===== config.mk =====
export PLATFORM = sky130hd
export DESIGN_NAME = flash_write_queue_sequencer_core
export DESIGN_NICKNAME = d
export VERILOG_FILES = /design/src/hdl/fwqs_pkg.sv /design/src/hdl/fwqs_front.sv /design/src/hdl/fwqs_fifo.sv /design/src/hdl/fwqs_back.sv /design/src/hdl/flash_write_queue_sequencer_core.sv
export VERILOG_INCLUDE_DIRS = /design/src /design/src/hdl
export SDC_FILE = /design/constraint.sdc
export NUM_CORES = 2
export LEC_CHECK = 0
export ABC_AREA = 1
export BUFFER_PORTS_ARGS = -buffer_cell sky130_fd_sc_hd__buf_2
export CORE_AREA = 2 2 397 399
export DETAILED_ROUTE_END_ITERATION = 7
export DIE_AREA = 0 0 399 401
export PLACE_DENSITY = 0.61
export SLEW_MARGIN = 20
export SYNTH_ARGS = -nofsm -noshare
export SYNTH_HDL_FRONTEND = slang
export SYNTH_SLANG_ARGS = --single-unit
export TNS_END_PERCENT = 5

===== constraint.sdc =====
create_clock -name clk_i -period 9.1 [get_ports clk_i]
set_clock_uncertainty 0.05 [all_clocks]
set_input_delay 0.91 -clock clk_i [delete_from_list [all_inputs] [get_ports clk_i]]
set_output_delay 0.91 -clock clk_i [all_outputs]
set_load 0.01 [all_outputs]

===== src/hdl/flash_write_queue_sequencer_core_defines.svh =====
// Assertion macros shared by the flash write queue sequencer modules.
`ifndef FLASH_WRITE_QUEUE_SEQUENCER_CORE_DEFINES_SVH
`define FLASH_WRITE_QUEUE_SEQUENCER_CORE_DEFINES_SVH

// Check a condition at every clock edge out of reset.
`define FWQS_ASSERT_ALWAYS(lbl, expr, msg) \
  lbl: assert property (@(posedge clk_i) disable iff (!rst_ni) (expr)) else $error(msg);

// Check that a condition implies another in the same cycle.
`define FWQS_ASSERT_IMPLY(lbl, ante, cons, msg) \
  lbl: assert property (@(posedge clk_i) disable iff (!rst_ni) (ante) |-> (cons)) else $error(msg);

// Check that a condition implies another in the next cycle.
`define FWQS_ASSERT_NEXT(lbl, ante, cons, msg) \
  lbl: assert property (@(posedge clk_i) disable iff (!rst_ni) (ante) |=> (cons)) else $error(msg);

`endif


===== src/hdl/fwqs_pkg.sv =====
// Shared types and codes of the flash write queue sequencer.
`timescale 1ns / 1ps

package fwqs_pkg;

  localparam int ADDR_W = 32;
  localparam int SIZE_W = 16;

  // Item kind codes as they arrive on the input stream
  localparam logic [1:0] KIND_ENQUEUE = 2'd0;
  localparam logic [1:0] KIND_POLL    = 2'd1;
  localparam logic [1:0] KIND_FLUSH   = 2'd2;

  // Operation after classification; unknown kinds become a no-op
  typedef enum logic [1:0] {
    OP_ENQUEUE = 2'd0,
    OP_POLL    = 2'd1,
    OP_FLUSH   = 2'd2,
    OP_NOP     = 2'd3
  } fwqs_op_e;

  // Flash command codes
  typedef enum logic [1:0] {
    CMD_NONE    = 2'd0,
    CMD_ERASE   = 2'd1,
    CMD_PROGRAM = 2'd2
  } fwqs_cmd_e;

  // Stored step of the head request
  typedef enum logic [1:0] {
    STEP_WAIT_READY = 2'd0,
    STEP_WAIT_PROG  = 2'd1,
    STEP_WAIT_DONE  = 2'd2
  } fwqs_step_e;

  // Classified word passed from the front to the back
  typedef struct packed {
    fwqs_op_e            op;
    logic                ready;
    logic [ADDR_W-1:0]   addr;
    logic [SIZE_W-1:0]   size;
    logic                aligned;
  } fwqs_item_t;

  // One ring entry
  typedef struct packed {
    logic                aligned;
    logic [SIZE_W-1:0]   size;
    logic [ADDR_W-1:0]   addr;
  } fwqs_entry_t;

endpackage


===== src/hdl/fwqs_front.sv =====
// Front part: classifies input words and flags sector-aligned addresses.
`timescale 1ns / 1ps

module fwqs_front #(
  parameter int SECTOR_BYTES = 4096
) (
  input  logic                        in_valid_i,
  output logic                        in_ready_o,
  input  logic [1:0]                  kind_i,
  input  logic                        flash_ready_i,
  input  logic [fwqs_pkg::ADDR_W-1:0] req_addr_i,
  input  logic [fwqs_pkg::SIZE_W-1:0] req_size_i,
  output logic                        wr_valid_o,
  input  logic                        wr_ready_i,
  output fwqs_pkg::fwqs_item_t        wr_item_o
);

  // Count trailing zero bits of the sector size
  function automatic int fwqs_tz(int v);
    int n;
    n = 0;
    for (int i = 0; i < 17; i++) begin
      if ((((v >> i) & 1) == 0) && (n == i)) begin
        n = i + 1;
      end
    end
    return n;
  endfunction

  // Inverse of an odd number modulo 2^32 by Newton iteration
  function automatic logic [31:0] fwqs_inv32(logic [31:0] o);
    logic [31:0] x;
    x = o;
    for (int i = 0; i < 5; i++) begin
      x = x * (32'd2 - o * x);
    end
    return x;
  endfunction

  // Sector size = 2^TZ * ODD; divisibility by ODD uses the inverse trick
  localparam int          TZ       = fwqs_tz(SECTOR_BYTES);
  localparam int          ODD      = SECTOR_BYTES >> TZ;
  localparam logic [31:0] INV      = fwqs_inv32(32'(ODD));
  localparam logic [31:0] LIM      = 32'hFFFF_FFFF / ODD;
  localparam logic [31:0] LOW_MASK = 32'((64'd1 << TZ) - 64'd1);

  logic [31:0]         prod;
  logic                aligned;
  fwqs_pkg::fwqs_op_e  op;

  // Test alignment: low bits clear and address divisible by the odd factor
  assign prod    = 32'(req_addr_i * INV);
  assign aligned = ((req_addr_i & LOW_MASK) == 32'd0) && (prod <= LIM);

  // Decode the item kind
  always_comb begin
    unique case (kind_i)
      fwqs_pkg::KIND_ENQUEUE: op = fwqs_pkg::OP_ENQUEUE;
      fwqs_pkg::KIND_POLL:    op = fwqs_pkg::OP_POLL;
      fwqs_pkg::KIND_FLUSH:   op = fwqs_pkg::OP_FLUSH;
      default:                op = fwqs_pkg::OP_NOP;
    endcase
  end

  // Push the classified word into the queue
  assign in_ready_o        = wr_ready_i;
  assign wr_valid_o        = in_valid_i;
  assign wr_item_o.op      = op;
  assign wr_item_o.ready   = flash_ready_i;
  assign wr_item_o.addr    = req_addr_i;
  assign wr_item_o.size    = req_size_i;
  assign wr_item_o.aligned = aligned;

endmodule


===== src/hdl/fwqs_fifo.sv =====
// Two-entry queue between the front and the back part.
`timescale 1ns / 1ps
`include "flash_write_queue_sequencer_core_defines.svh"

module fwqs_fifo (
  input  logic                 clk_i,
  input  logic                 rst_ni,
  input  logic                 wr_valid_i,
  output logic                 wr_ready_o,
  input  fwqs_pkg::fwqs_item_t wr_item_i,
  output logic                 rd_valid_o,
  input  logic                 rd_ready_i,
  output fwqs_pkg::fwqs_item_t rd_item_o
);

  fwqs_pkg::fwqs_item_t entry_q [2];
  logic                 wr_ptr_q, wr_ptr_d;
  logic                 rd_ptr_q, rd_ptr_d;
  logic [1:0]           cnt_q, cnt_d;
  logic                 push, pop;

  assign wr_ready_o = (cnt_q != 2'd2);
  assign rd_valid_o = (cnt_q != 2'd0);
  assign rd_item_o  = entry_q[rd_ptr_q];
  assign push       = wr_valid_i && wr_ready_o;
  assign pop        = rd_valid_o && rd_ready_i;

  // Advance pointers and fill level
  always_comb begin
    wr_ptr_d = push ? ~wr_ptr_q : wr_ptr_q;
    rd_ptr_d = pop ? ~rd_ptr_q : rd_ptr_q;
    cnt_d    = cnt_q + {1'b0, push} - {1'b0, pop};
  end

  always_ff @(posedge clk_i or negedge rst_ni) begin
    if (!rst_ni) begin
      wr_ptr_q <= 1'b0;
      rd_ptr_q <= 1'b0;
      cnt_q    <= 2'd0;
    end else begin
      wr_ptr_q <= wr_ptr_d;
      rd_ptr_q <= rd_ptr_d;
      cnt_q    <= cnt_d;
    end
  end

  // Store the incoming word
  always_ff @(posedge clk_i) begin
    if (push) begin
      entry_q[wr_ptr_q] <= wr_item_i;
    end
  end

  `FWQS_ASSERT_ALWAYS(a_fifo_level, cnt_q != 2'd3, "queue level out of range")

endmodule


===== src/hdl/fwqs_back.sv =====
// Back part: request ring, step sequencer and registered result word.
`timescale 1ns / 1ps
`include "flash_write_queue_sequencer_core_defines.svh"

module fwqs_back #(
  parameter  int QUEUE_DEPTH = 32,
  parameter  int PAGE_BYTES  = 256,
  localparam int SLOT_W      = $clog2(QUEUE_DEPTH),
  localparam int CNT_W       = $clog2(QUEUE_DEPTH + 1),
  localparam int LEN_W       = $clog2(PAGE_BYTES + 1)
) (
  input  logic                        clk_i,
  input  logic                        rst_ni,
  input  logic                        rd_valid_i,
  output logic                        rd_ready_o,
  input  fwqs_pkg::fwqs_item_t        rd_item_i,
  output logic                        out_valid_o,
  input  logic                        out_ready_i,
  output logic                        accepted_o,
  output logic [1:0]                  command_o,
  output logic [fwqs_pkg::ADDR_W-1:0] command_address_o,
  output logic [LEN_W-1:0]            command_length_o,
  output logic [SLOT_W-1:0]           command_slot_o,
  output logic [fwqs_pkg::SIZE_W-1:0] command_data_offset_o,
  output logic                        request_done_o,
  output logic                        busy_res_o,
  output logic [CNT_W-1:0]            pending_count_o
);

  localparam int AW = fwqs_pkg::ADDR_W;
  localparam int SW = fwqs_pkg::SIZE_W;

  // Ring memory and its registered read port
  fwqs_pkg::fwqs_entry_t mem [QUEUE_DEPTH];
  fwqs_pkg::fwqs_entry_t rd_q;

  // Control state
  logic [SLOT_W-1:0]    head_q, head_d;
  logic [CNT_W-1:0]     count_q, count_d;
  fwqs_pkg::fwqs_step_e st_q, st_d;
  logic [SW-1:0]        bw_q, bw_d;
  logic                 exec_q, exec_d;
  logic                 reload_q, reload_d;

  // Copy of the head request
  logic [AW-1:0]        haddr_q, haddr_d;
  logic [SW-1:0]        hsize_q, hsize_d;
  logic                 halign_q, halign_d;

  // Result register
  logic                 out_valid_q, out_valid_d;
  logic                 out_acc_q, acc_d;
  fwqs_pkg::fwqs_cmd_e  out_cmd_q, cmd_d;
  logic [AW-1:0]        out_addr_q, caddr_d;
  logic [LEN_W-1:0]     out_len_q, clen_d;
  logic [SLOT_W-1:0]    out_slot_q, cslot_d;
  logic [SW-1:0]        out_off_q, coff_d;
  logic                 out_done_q, done_d;
  logic                 out_busy_q;
  logic [CNT_W-1:0]     out_cnt_q;

  logic                 take;
  logic                 mem_we;
  logic [SLOT_W:0]      tail_sum;
  logic [SLOT_W-1:0]    tail;
  logic [SLOT_W-1:0]    head_inc;
  logic [AW-1:0]        cur_addr;
  logic [SW-1:0]        cur_size;
  logic                 cur_align;
  logic [SW-1:0]        prog_bw;
  logic [SW-1:0]        remains;
  logic                 big;
  logic [LEN_W-1:0]     chunk;
  logic [SW-1:0]        prog_bw_next;
  logic                 step_go;

  // Take a word when the result slot frees up and the head copy is valid
  assign rd_ready_o = !reload_q && (!out_valid_q || out_ready_i);
  assign take       = rd_valid_i && rd_ready_o;

  // Ring pointers with wrap at the depth
  assign tail_sum = {1'b0, head_q} + (SLOT_W + 1)'(count_q);
  assign tail     = (tail_sum >= (SLOT_W + 1)'(QUEUE_DEPTH)) ?
                    SLOT_W'(tail_sum - (SLOT_W + 1)'(QUEUE_DEPTH)) : SLOT_W'(tail_sum);
  assign head_inc = (head_q == SLOT_W'(QUEUE_DEPTH - 1)) ? '0 : head_q + 1'b1;

  // An idle block starts on the word just enqueued; otherwise use the head copy
  assign cur_addr  = exec_q ? haddr_q  : rd_item_i.addr;
  assign cur_size  = exec_q ? hsize_q  : rd_item_i.size;
  assign cur_align = exec_q ? halign_q : rd_item_i.aligned;

  // Next program chunk
  assign prog_bw      = (st_q == fwqs_pkg::STEP_WAIT_READY) ? '0 : bw_q;
  assign remains      = cur_size - prog_bw;
  assign big          = remains > SW'(PAGE_BYTES);
  assign chunk        = big ? LEN_W'(PAGE_BYTES) : LEN_W'(remains);
  assign prog_bw_next = big ? prog_bw + SW'(PAGE_BYTES) : cur_size;

  // Sequencer: next state and result word
  always_comb begin
    head_d      = head_q;
    count_d     = count_q;
    st_d        = st_q;
    bw_d        = bw_q;
    exec_d      = exec_q;
    reload_d    = 1'b0;
    haddr_d     = haddr_q;
    hsize_d     = hsize_q;
    halign_d    = halign_q;
    mem_we      = 1'b0;
    step_go     = 1'b0;
    acc_d       = 1'b0;
    cmd_d       = fwqs_pkg::CMD_NONE;
    caddr_d     = '0;
    clen_d      = '0;
    cslot_d     = '0;
    coff_d      = '0;
    done_d      = 1'b0;

    // Load the next head entry fetched after a pop
    if (reload_q) begin
      haddr_d  = rd_q.addr;
      hsize_d  = rd_q.size;
      halign_d = rd_q.aligned;
    end

    if (take) begin
      unique case (rd_item_i.op)
        fwqs_pkg::OP_ENQUEUE: begin
          if (count_q != CNT_W'(QUEUE_DEPTH)) begin
            mem_we  = 1'b1;
            count_d = count_q + 1'b1;
            acc_d   = 1'b1;
            if (!exec_q) begin
              exec_d   = 1'b1;
              haddr_d  = rd_item_i.addr;
              hsize_d  = rd_item_i.size;
              halign_d = rd_item_i.aligned;
              step_go  = 1'b1;
            end
          end
        end
        fwqs_pkg::OP_POLL: begin
          step_go = exec_q;
        end
        fwqs_pkg::OP_FLUSH: begin
          head_d  = tail;
          count_d = '0;
          st_d    = fwqs_pkg::STEP_WAIT_READY;
          bw_d    = '0;
          exec_d  = 1'b0;
        end
        default: begin
        end
      endcase
    end

    // One step of the head request
    if (step_go && rd_item_i.ready) begin
      unique case (st_q)
        fwqs_pkg::STEP_WAIT_READY, fwqs_pkg::STEP_WAIT_PROG: begin
          st_d    = fwqs_pkg::STEP_WAIT_DONE;
          cslot_d = head_q;
          if ((st_q == fwqs_pkg::STEP_WAIT_READY) && cur_align) begin
            cmd_d   = fwqs_pkg::CMD_ERASE;
            caddr_d = cur_addr;
            bw_d    = '0;
          end else begin
            cmd_d   = fwqs_pkg::CMD_PROGRAM;
            caddr_d = cur_addr + AW'(prog_bw);
            clen_d  = chunk;
            coff_d  = prog_bw;
            bw_d    = prog_bw_next;
          end
        end
        fwqs_pkg::STEP_WAIT_DONE: begin
          if (bw_q < cur_size) begin
            st_d = fwqs_pkg::STEP_WAIT_PROG;
          end else begin
            // Pop the finished request and fetch the next one
            bw_d     = '0;
            head_d   = head_inc;
            count_d  = count_q - 1'b1;
            done_d   = 1'b1;
            st_d     = fwqs_pkg::STEP_WAIT_READY;
            exec_d   = (count_q != CNT_W'(1));
            reload_d = (count_q != CNT_W'(1));
          end
        end
        default: begin
        end
      endcase
    end

    // Hold the result until taken
    if (take) begin
      out_valid_d = 1'b1;
    end else if (out_ready_i) begin
      out_valid_d = 1'b0;
    end else begin
      out_valid_d = out_valid_q;
    end
  end

  // State register
  always_ff @(posedge clk_i or negedge rst_ni) begin
    if (!rst_ni) begin
      head_q      <= '0;
      count_q     <= '0;
      st_q        <= fwqs_pkg::STEP_WAIT_READY;
      bw_q        <= '0;
      exec_q      <= 1'b0;
      reload_q    <= 1'b0;
      out_valid_q <= 1'b0;
    end else begin
      head_q      <= head_d;
      count_q     <= count_d;
      st_q        <= st_d;
      bw_q        <= bw_d;
      exec_q      <= exec_d;
      reload_q    <= reload_d;
      out_valid_q <= out_valid_d;
    end
  end

  // Head copy and result payload
  always_ff @(posedge clk_i) begin
    haddr_q  <= haddr_d;
    hsize_q  <= hsize_d;
    halign_q <= halign_d;
    if (take) begin
      out_acc_q  <= acc_d;
      out_cmd_q  <= cmd_d;
      out_addr_q <= caddr_d;
      out_len_q  <= clen_d;
      out_slot_q <= cslot_d;
      out_off_q  <= coff_d;
      out_done_q <= done_d;
      out_busy_q <= exec_d;
      out_cnt_q  <= count_d;
    end
  end

  // Ring write at the tail, read one past the head
  always_ff @(posedge clk_i) begin
    if (mem_we) begin
      mem[tail] <= '{aligned: rd_item_i.aligned, size: rd_item_i.size,
                     addr: rd_item_i.addr};
    end
    rd_q <= mem[head_inc];
  end

  assign out_valid_o           = out_valid_q;
  assign accepted_o            = out_acc_q;
  assign command_o             = out_cmd_q;
  assign command_address_o     = out_addr_q;
  assign command_length_o      = out_len_q;
  assign command_slot_o        = out_slot_q;
  assign command_data_offset_o = out_off_q;
  assign request_done_o        = out_done_q;
  assign busy_res_o            = out_busy_q;
  assign pending_count_o       = out_cnt_q;

  `FWQS_ASSERT_IMPLY(a_idle_empty, !exec_q, count_q == '0, "idle with requests pending")
  `FWQS_ASSERT_NEXT(a_reload_once, reload_q, !reload_q, "head reload lasted two cycles")
  `FWQS_ASSERT_IMPLY(a_cmd_busy, out_valid_q && (out_cmd_q != fwqs_pkg::CMD_NONE),
                     out_busy_q, "command issued while idle")
  `FWQS_ASSERT_IMPLY(a_done_alone, out_valid_q && out_done_q,
                     (out_cmd_q == fwqs_pkg::CMD_NONE) && !out_acc_q, "done word carries a command")

endmodule


===== src/hdl/flash_write_queue_sequencer_core.sv =====
// Top level of the flash write queue sequencer.
`timescale 1ns / 1ps

// Queues flash write requests in a ring of QUEUE_DEPTH entries and issues at
// most one erase or program command per result word. Enqueue, poll and flush
// words are taken one per clock while the output side is ready and no head
// reload is pending; each returns exactly one result word. When a request
// completes and more are pending, the sequencer pauses input while the next
// head entry is read from the ring memory, whose read port is registered. Ring
// entries need no clearing after reset: only written entries are ever read.
module flash_write_queue_sequencer_core #(
  parameter  int QUEUE_DEPTH  = 32,
  parameter  int PAGE_BYTES   = 256,
  parameter  int SECTOR_BYTES = 4096,
  localparam int SLOT_W       = $clog2(QUEUE_DEPTH),
  localparam int CNT_W        = $clog2(QUEUE_DEPTH + 1),
  localparam int LEN_W        = $clog2(PAGE_BYTES + 1),
  localparam int OUT_BITS     = 1 + 2 + 32 + LEN_W + SLOT_W + 16 + 1 + 1 + CNT_W,
  localparam int OUT_W        = ((OUT_BITS + 7) / 8) * 8
) (
  input  logic             clk_i,
  input  logic             rst_ni,
  input  logic             s_axis_tvalid_i,
  output logic             s_axis_tready_o,
  // flash_ready, req_addr, req_size (lowest bit up), zero padded
  input  logic [55:0]      s_axis_tdata_i,
  // kind
  input  logic [1:0]       s_axis_tuser_i,
  output logic             m_axis_tvalid_o,
  input  logic             m_axis_tready_i,
  // accepted, command, command_address, command_length, command_slot,
  // command_data_offset, request_done, busy_res, pending_count, zero padded
  output logic [OUT_W-1:0] m_axis_tdata_o
);

  fwqs_pkg::fwqs_item_t wr_item, rd_item;
  logic                 wr_valid, wr_ready, rd_valid, rd_ready;

  logic                 accepted;
  logic [1:0]           command;
  logic [31:0]          command_address;
  logic [LEN_W-1:0]     command_length;
  logic [SLOT_W-1:0]    command_slot;
  logic [15:0]          command_data_offset;
  logic                 request_done;
  logic                 busy_res;
  logic [CNT_W-1:0]     pending_count;

  // Classify incoming words
  fwqs_front #(
    .SECTOR_BYTES (SECTOR_BYTES)
  ) u_front (
    .in_valid_i    (s_axis_tvalid_i),
    .in_ready_o    (s_axis_tready_o),
    .kind_i        (s_axis_tuser_i),
    .flash_ready_i (s_axis_tdata_i[0]),
    .req_addr_i    (s_axis_tdata_i[32:1]),
    .req_size_i    (s_axis_tdata_i[48:33]),
    .wr_valid_o    (wr_valid),
    .wr_ready_i    (wr_ready),
    .wr_item_o     (wr_item)
  );

  // Decouple front and back
  fwqs_fifo u_fifo (
    .clk_i      (clk_i),
    .rst_ni     (rst_ni),
    .wr_valid_i (wr_valid),
    .wr_ready_o (wr_ready),
    .wr_item_i  (wr_item),
    .rd_valid_o (rd_valid),
    .rd_ready_i (rd_ready),
    .rd_item_o  (rd_item)
  );

  // Carry out the requests
  fwqs_back #(
    .QUEUE_DEPTH (QUEUE_DEPTH),
    .PAGE_BYTES  (PAGE_BYTES)
  ) u_back (
    .clk_i                 (clk_i),
    .rst_ni                (rst_ni),
    .rd_valid_i            (rd_valid),
    .rd_ready_o            (rd_ready),
    .rd_item_i             (rd_item),
    .out_valid_o           (m_axis_tvalid_o),
    .out_ready_i           (m_axis_tready_i),
    .accepted_o            (accepted),
    .command_o             (command),
    .command_address_o     (command_address),
    .command_length_o      (command_length),
    .command_slot_o        (command_slot),
    .command_data_offset_o (command_data_offset),
    .request_done_o        (request_done),
    .busy_res_o            (busy_res),
    .pending_count_o       (pending_count)
  );

  // Pack the result word, first field lowest
  assign m_axis_tdata_o = OUT_W'({pending_count, busy_res, request_done, command_data_offset,
                                  command_slot, command_length, command_address, command,
                                  accepted});

endmodule


### Word level (Yosys, flattened, before mapping)

Memories as Yosys holds them, arrays and structs flattened. A register that Yosys moved wholly into a read port is not among the register bits.
Index checks and enable logic that the tools add are counted.

* bitwise operators: 4
* add/sub/neg operators: 10
* $lt $le $gt $ge: 4
* eq/ne operators: 10
* reduce and logical (&&, ||, !) cells: 20
* muxes and demuxes: 71

Operators by type and width (number)
* $mux W32: 7
* $mux W16: 13
* $mux W5: 7
* $add A32 B16 Y32: 1
* $le A32 B32 Y1 const B: 1
* $logic_not A32 Y1: 1
* $pmux W16 S2: 1
* $mux W6: 5
* $mux W1: 28
* $add A16 B9 Y16 const B: 1
* $gt A16 B9 Y1 const B: 1
* $lt A16 B16 Y1: 1
* $sub A16 B16 Y16: 1
* $pmux W6 S2: 1
* $mux W9: 1
* $mux W2: 4
* $add A5 B6 Y6: 1
* $add A6 B1 Y6 const B: 1
* $eq A2 B1 Y1 const B: 3
* $eq A2 B2 Y1 const B: 3
* $ge A6 B6 Y1 const B: 1
* $logic_and A1 B1 Y1: 6
* $logic_not A2 Y1: 3
* $ne A6 B1 Y1 const B: 1
* other kinds (19): 26

* input port bits: 62
* flip-flop bits (word level): 158
* logic and storage cells: 144
* output and inout bits: 82
* memory bits (writable): 1672
* memories kept: 2

Memory list
* u_back.mem: words 32, bits a word 49, read ports 1, clocked after memory_dff 1, write ports 1, line fwqs_back.sv:34 `fwqs_pkg::fwqs_entry_t mem [QUEUE_DEPTH];`
* u_fifo.entry_q: words 2, bits a word 52, read ports 1, clocked after memory_dff 0, write ports 1, line fwqs_fifo.sv:16 `fwqs_pkg::fwqs_item_t entry_q [2];`

### Logic depth before layout (Yosys ltp)

* depth after elaboration: 8
* mapped depth: 28

### By module

From an unflattened synthesis, not the netlist that was laid out.

* cell total of the unflattened synthesis: 5952
* area, all modules: 76842.4 µm²

Modules (own cells, without submodules)
* fwqs_back: times used 1, area an instance 72246.8 µm², cells each 5565, seq. area each 52039.9 µm²
* fwqs_fifo: times used 1, area an instance 4045.1 µm², cells each 303, seq. area each 3223.1 µm²
* fwqs_front: times used 1, area an instance 471.7 µm², cells each 73, seq. area each 0.0 µm²
* flash_write_queue_sequencer_core: times used 1, area an instance 78.8 µm², cells each 11, seq. area each 0.0 µm²

### Worst setup path after synthesis

Ideal clock, no wire load.

* kind: input to register
* from: input m_axis_tready_i
* to: memory u_back.mem[28][0] in the netlist's numbering, enable pin
* stages on the path: 8
* data required time: 8594 ps
* library setup time: 456 ps
* arrival: 7388 ps
* slack: 1206 ps
* cells stage by stage: nor2_1 nor2_1 inv_1 nor2_2 nand2_1 nor2_2 nand3_1 nor2_1

* cells in the longest elaborated chain, start to end: 6

RTL lines
* start, declared: line flash_write_queue_sequencer_core.sv:30 `input logic m_axis_tready_i,`
* $logic_or A1 B1 Y1: line fwqs_back.sv:78 `assign rd_ready_o = !reload_q && (!out_valid_q || out_ready_i);`
* $logic_and A1 B1 Y1: line fwqs_back.sv:78
* $logic_and A1 B1 Y1: line fwqs_back.sv:79 `assign take = rd_valid_i && rd_ready_o;`
* $mux W1: line fwqs_back.sv:127 `if (take) begin`
* $mux W1: line fwqs_back.sv:246 `if (mem_we) begin`
* $mux W1 (implied by the code): line fwqs_back.sv:247 `mem[tail] <= '{aligned: rd_item_i.aligned, size: rd_item_i.size,`
* end, declared: line fwqs_back.sv:34

No other way between the ends.

### Worst setup path in the final report

* from: register u_back.reload_q
* to: memory u_back.mem[4][17] in the netlist's numbering, enable pin

* cells in the longest elaborated chain, start to end: 6

RTL lines
* start, declared: line fwqs_back.sv:43 `logic reload_q, reload_d;`
* start signal, assigned: line fwqs_back.sv:221 `reload_q <= reload_d;`
* $logic_not A1 Y1: line fwqs_back.sv:78
* $logic_and A1 B1 Y1: line fwqs_back.sv:78
* $logic_and A1 B1 Y1: line fwqs_back.sv:79
* $mux W1: line fwqs_back.sv:127
* $mux W1: line fwqs_back.sv:246
* $mux W1 (implied by the code): line fwqs_back.sv:247

No other way between the ends.

==> key figures <==
Run status
  – Status: finished, final reports clean

Clocking
  – Clock sink count: 1879
  – CTS Buffer Depth: 3
  – Hold-fix buffers, CTS: 0
  – H-tree depth: 4
  – Setup bufs post-CTS: 0
  – CTS tree: built
  – Clk slew on worst S/H paths: 0.06 ns
  – Num CTS Buffers: 190
  – Worst skew pair latency: 0.82 ns
  – Post-CTS resize count: 0
  – Root buf cell: clkbuf_16

Floorplan
  – Total die area: 160000 um2
  – Starting Density: 48.7%
  – Core Area: 156000 um2
  – Ports: 144
  – Die H: between 400 and 500 um
  – Rows: 145
  – Die width: 399 um

Synth
  – Cell area after synthesis: 75800 um2
  – Ys Warns: 0
  – Register area share after synthesis: 72.9%
  – Mapped Cells: 6046
  – Synth cell types: 54
  – Post-Syn Area per Cell: 12.5 um2
  – Flops & latches, synth: 1879

Worst setup path
  – Max incr delay on CP: 1.10 ns
  – Max Fanout on Critical Path: a little under 80
  – Critical Path Start Type: register
  – WS Path Type: register to register
  – CP bufs+invs: 4
  – Cell family with most CP delay: simple AND/OR/NAND/NOR gates
  – Critical Path RT: 9.48 ns
  – CP arrival: just over 6 ns
  – Crit-path cells: inv_2 -> o21ai_1 -> nor2_4 -> buf_4 -> inv_1 -> nor2_2 -> nand2_1 -> nor2_2 -> nand3_1 -> nor2_4 -> buf_4
  – Slowest-stage cell, CP: nor2_4
  – CP endpoint kind: register

Pwr
  – Worst VDD drop: around 0.46 mV
  – Pwr per Cell Area: around 400 nW/um2
  – Overall power: 33.3 mW
  – Leak: ~29 nW

Global routing
  – GR Overflow Total: 0
  – GR met2 Demand/Resource: a little over two fifths
  – First-pass GRT wire length: 315 mm
  – GR Layer Usage met3: 3.40%
  – Total GRT Usage: 26.7%
  – Number of global-route vias before repair: 47200
  – M1 GR Usage: 38.2%
  – Most Used Layer, Global Route: met2
  – Antenna violations before repair: 11
  – Pin count of the biggest net entering global routing: 218

Finish
  – Most common cell after layout, fill and taps aside: edfxtp_1
  – Finished Cell Area: 85000 um2
  – Register Area: between 50000 and 60000 um2
  – Fill cells: 12900
  – Finished Layout Cells: 8312
  – Area of the multi-input gates: 18400 um2
  – Area growth, synth to finish: 12.1%
  – Final net count: 6205
  – Layout cells sized above 1: 10.1%
  – Most frequent cells in the layout: edfxtp_1, nor2_1, o21ai_0

STA
  – Final TNS setup: 0 ns
  – Finish-stage setup viols: 0
  – Slew @ Worst Pin: ~1.2 ns
  – Min Hold Slack: 0.212 ns
  – Fin crit share: 63.8%
  – FMAX: ~0.17 GHz
  – Final min period: between 5 and 6 ns
  – Final Hold Viols: 0
  – Final number of max-transition violations: 0
  – Unrepaired setup endpoints after global routing: no
  – Relative slew margins: approximately 20%

Place
  – Inst Count DP: 7955
  – PortBufs: approximately 130
  – Routability congestion estimate: 0.909
  – Detail Placement HPWL: 117 mm
  – Post-DP Area: about 79000 um2

Detailed routing
  – WL/cell: 26.1 um
  – # DRC: 0
  – Via count of the routed design: 50400
  – DR pass1 iterations: 8
  – DRT iter0 DRCs: 5879
  – Via/cell ratio: 6.06
  – Final wirelength: approximately 220 mm
  – Antenna viol nets, final: 0

Job
  – Maxcap violations: 0

Worst hold path
  – Worst hold path class: input pin to async pin
state kept, by name, indices dropped and copies added (netlist names), 2 cells and up:
register	flops
u_fifo.cnt_q	2
u_back.pending_count_o	6
u_fifo.entry_q	104
u_back.command_o	2
u_back.st_q	2
u_back.count_q	6
u_back.bw_q	16
u_back.mem	1568
u_back.haddr_q	32
u_back.command_slot_o	5
u_back.rd_q	49
u_back.hsize_q	16
u_back.head_q	5
u_back.command_length_o	9
u_back.command_data_offset_o	16
u_back.command_address_o	32
where the power goes:
group	total, mW	internal, mW	switching, mW
sequential	11.8	11.4	0.340
combinational	13.9	3.44	10.5
clock	7.66	4.37	3.30
through the flow:
| stage | setup WS [ns] | util (%) |
|---|---|---|
| final | 3.30 | 54.6 |
| after global routing | 3.03 | 54.6 |
| after CTS | 3.28 | 54.6 |
| after detailed placement | 3.29 | 50.6 |
| after global placement | 3.31 | 50.6 |
| after floorplan | 1.21 | - |
cell usage after synthesis, drive strengths merged:
library cell,number,share of area [%]
dfrtp,36,1.2
nor3,13,0.099
o31ai,3,0.030
or2,17,0.14
a31o,1,0.012
inv,239,1.2
nand4,31,0.28
o221a,1,0.015
nand2,581,2.9
buf,46,0.33
edfxtp,1745,69
a32o,3,0.040
clkinv,2,0.0099
dfxtp,98,2.6
nor2,992,4.9
nor3b,1,0.0099
xnor2,7,0.081
nor4,5,0.041
fa,1,0.026
a31oi,111,0.92
clkbuf,355,1.8
a21o,4,0.040
nand3b,5,0.049
o22ai,59,0.49
a211oi,2,0.020
conb,1,0.0049
o211ai,61,0.60
ha,53,0.87
a22o,2,0.023
and3,2,0.016
o21bai,5,0.049
nand3,189,1.3
o221ai,338,3.9
and2,3,0.025
xor2,13,0.15
o21ai,921,6.1
a21oi,100,0.71
kinds of logic after synthesis:
| family | share of synthesized area [%] |
|---|---|
| xor gates and xnor gates | 0.231 |
| AOI/OAI and AO/OA | 12.9 |
| other | 0.00494 |
| buffers and inverters | 3.29 |
| adders and majority gates | 0.901 |
| DFF | 72.9 |
| and+or+nand+nor | 9.78 |
final timing paths:
path	slack [ns]	endpoint	startpoint	cells past startpoint
max in group asynchronous	8.05	u_back.reload_q	rst_ni	1
worst min-delay path	0.21	u_back.bw_q[10]	rst_ni	1
worst min register to register	0.42	u_back.hsize_q[4]	u_back.rd_q[36]	2
min in group clk_i	0.23	u_back.out_valid_o	m_axis_tready_i	2
worst max register to register	3.30	u_back.mem[4][17]	u_back.reload_q	11
worst max-delay path	3.30	u_back.mem[4][17]	u_back.reload_q	11
cell type report:
cell class / instances / share of cell area [%]
Multi-Input combinational cell: 3531 / 21.7
Clock inverter: 84 / 1.03
Clock buffer: 271 / 6.20
Tap cell: 2058 / 3.03
Timing Repair Buffer: 246 / 1.93
Inverter: 241 / 1.10
Antenna cell: 2 / 0.00589
Sequential cell: 1879 / 65.0
metal layers:
layer	vias to the layer above	share of wire (%)	routed length [um]
li1	22500	-	-
met1	25200	41	89700
met2	2299	47	103000
met3	355	8.1	17600
met4	4	3.1	6750
met5	-	0.011	23
Note: power is estimated with default switching activity, not from simulation.
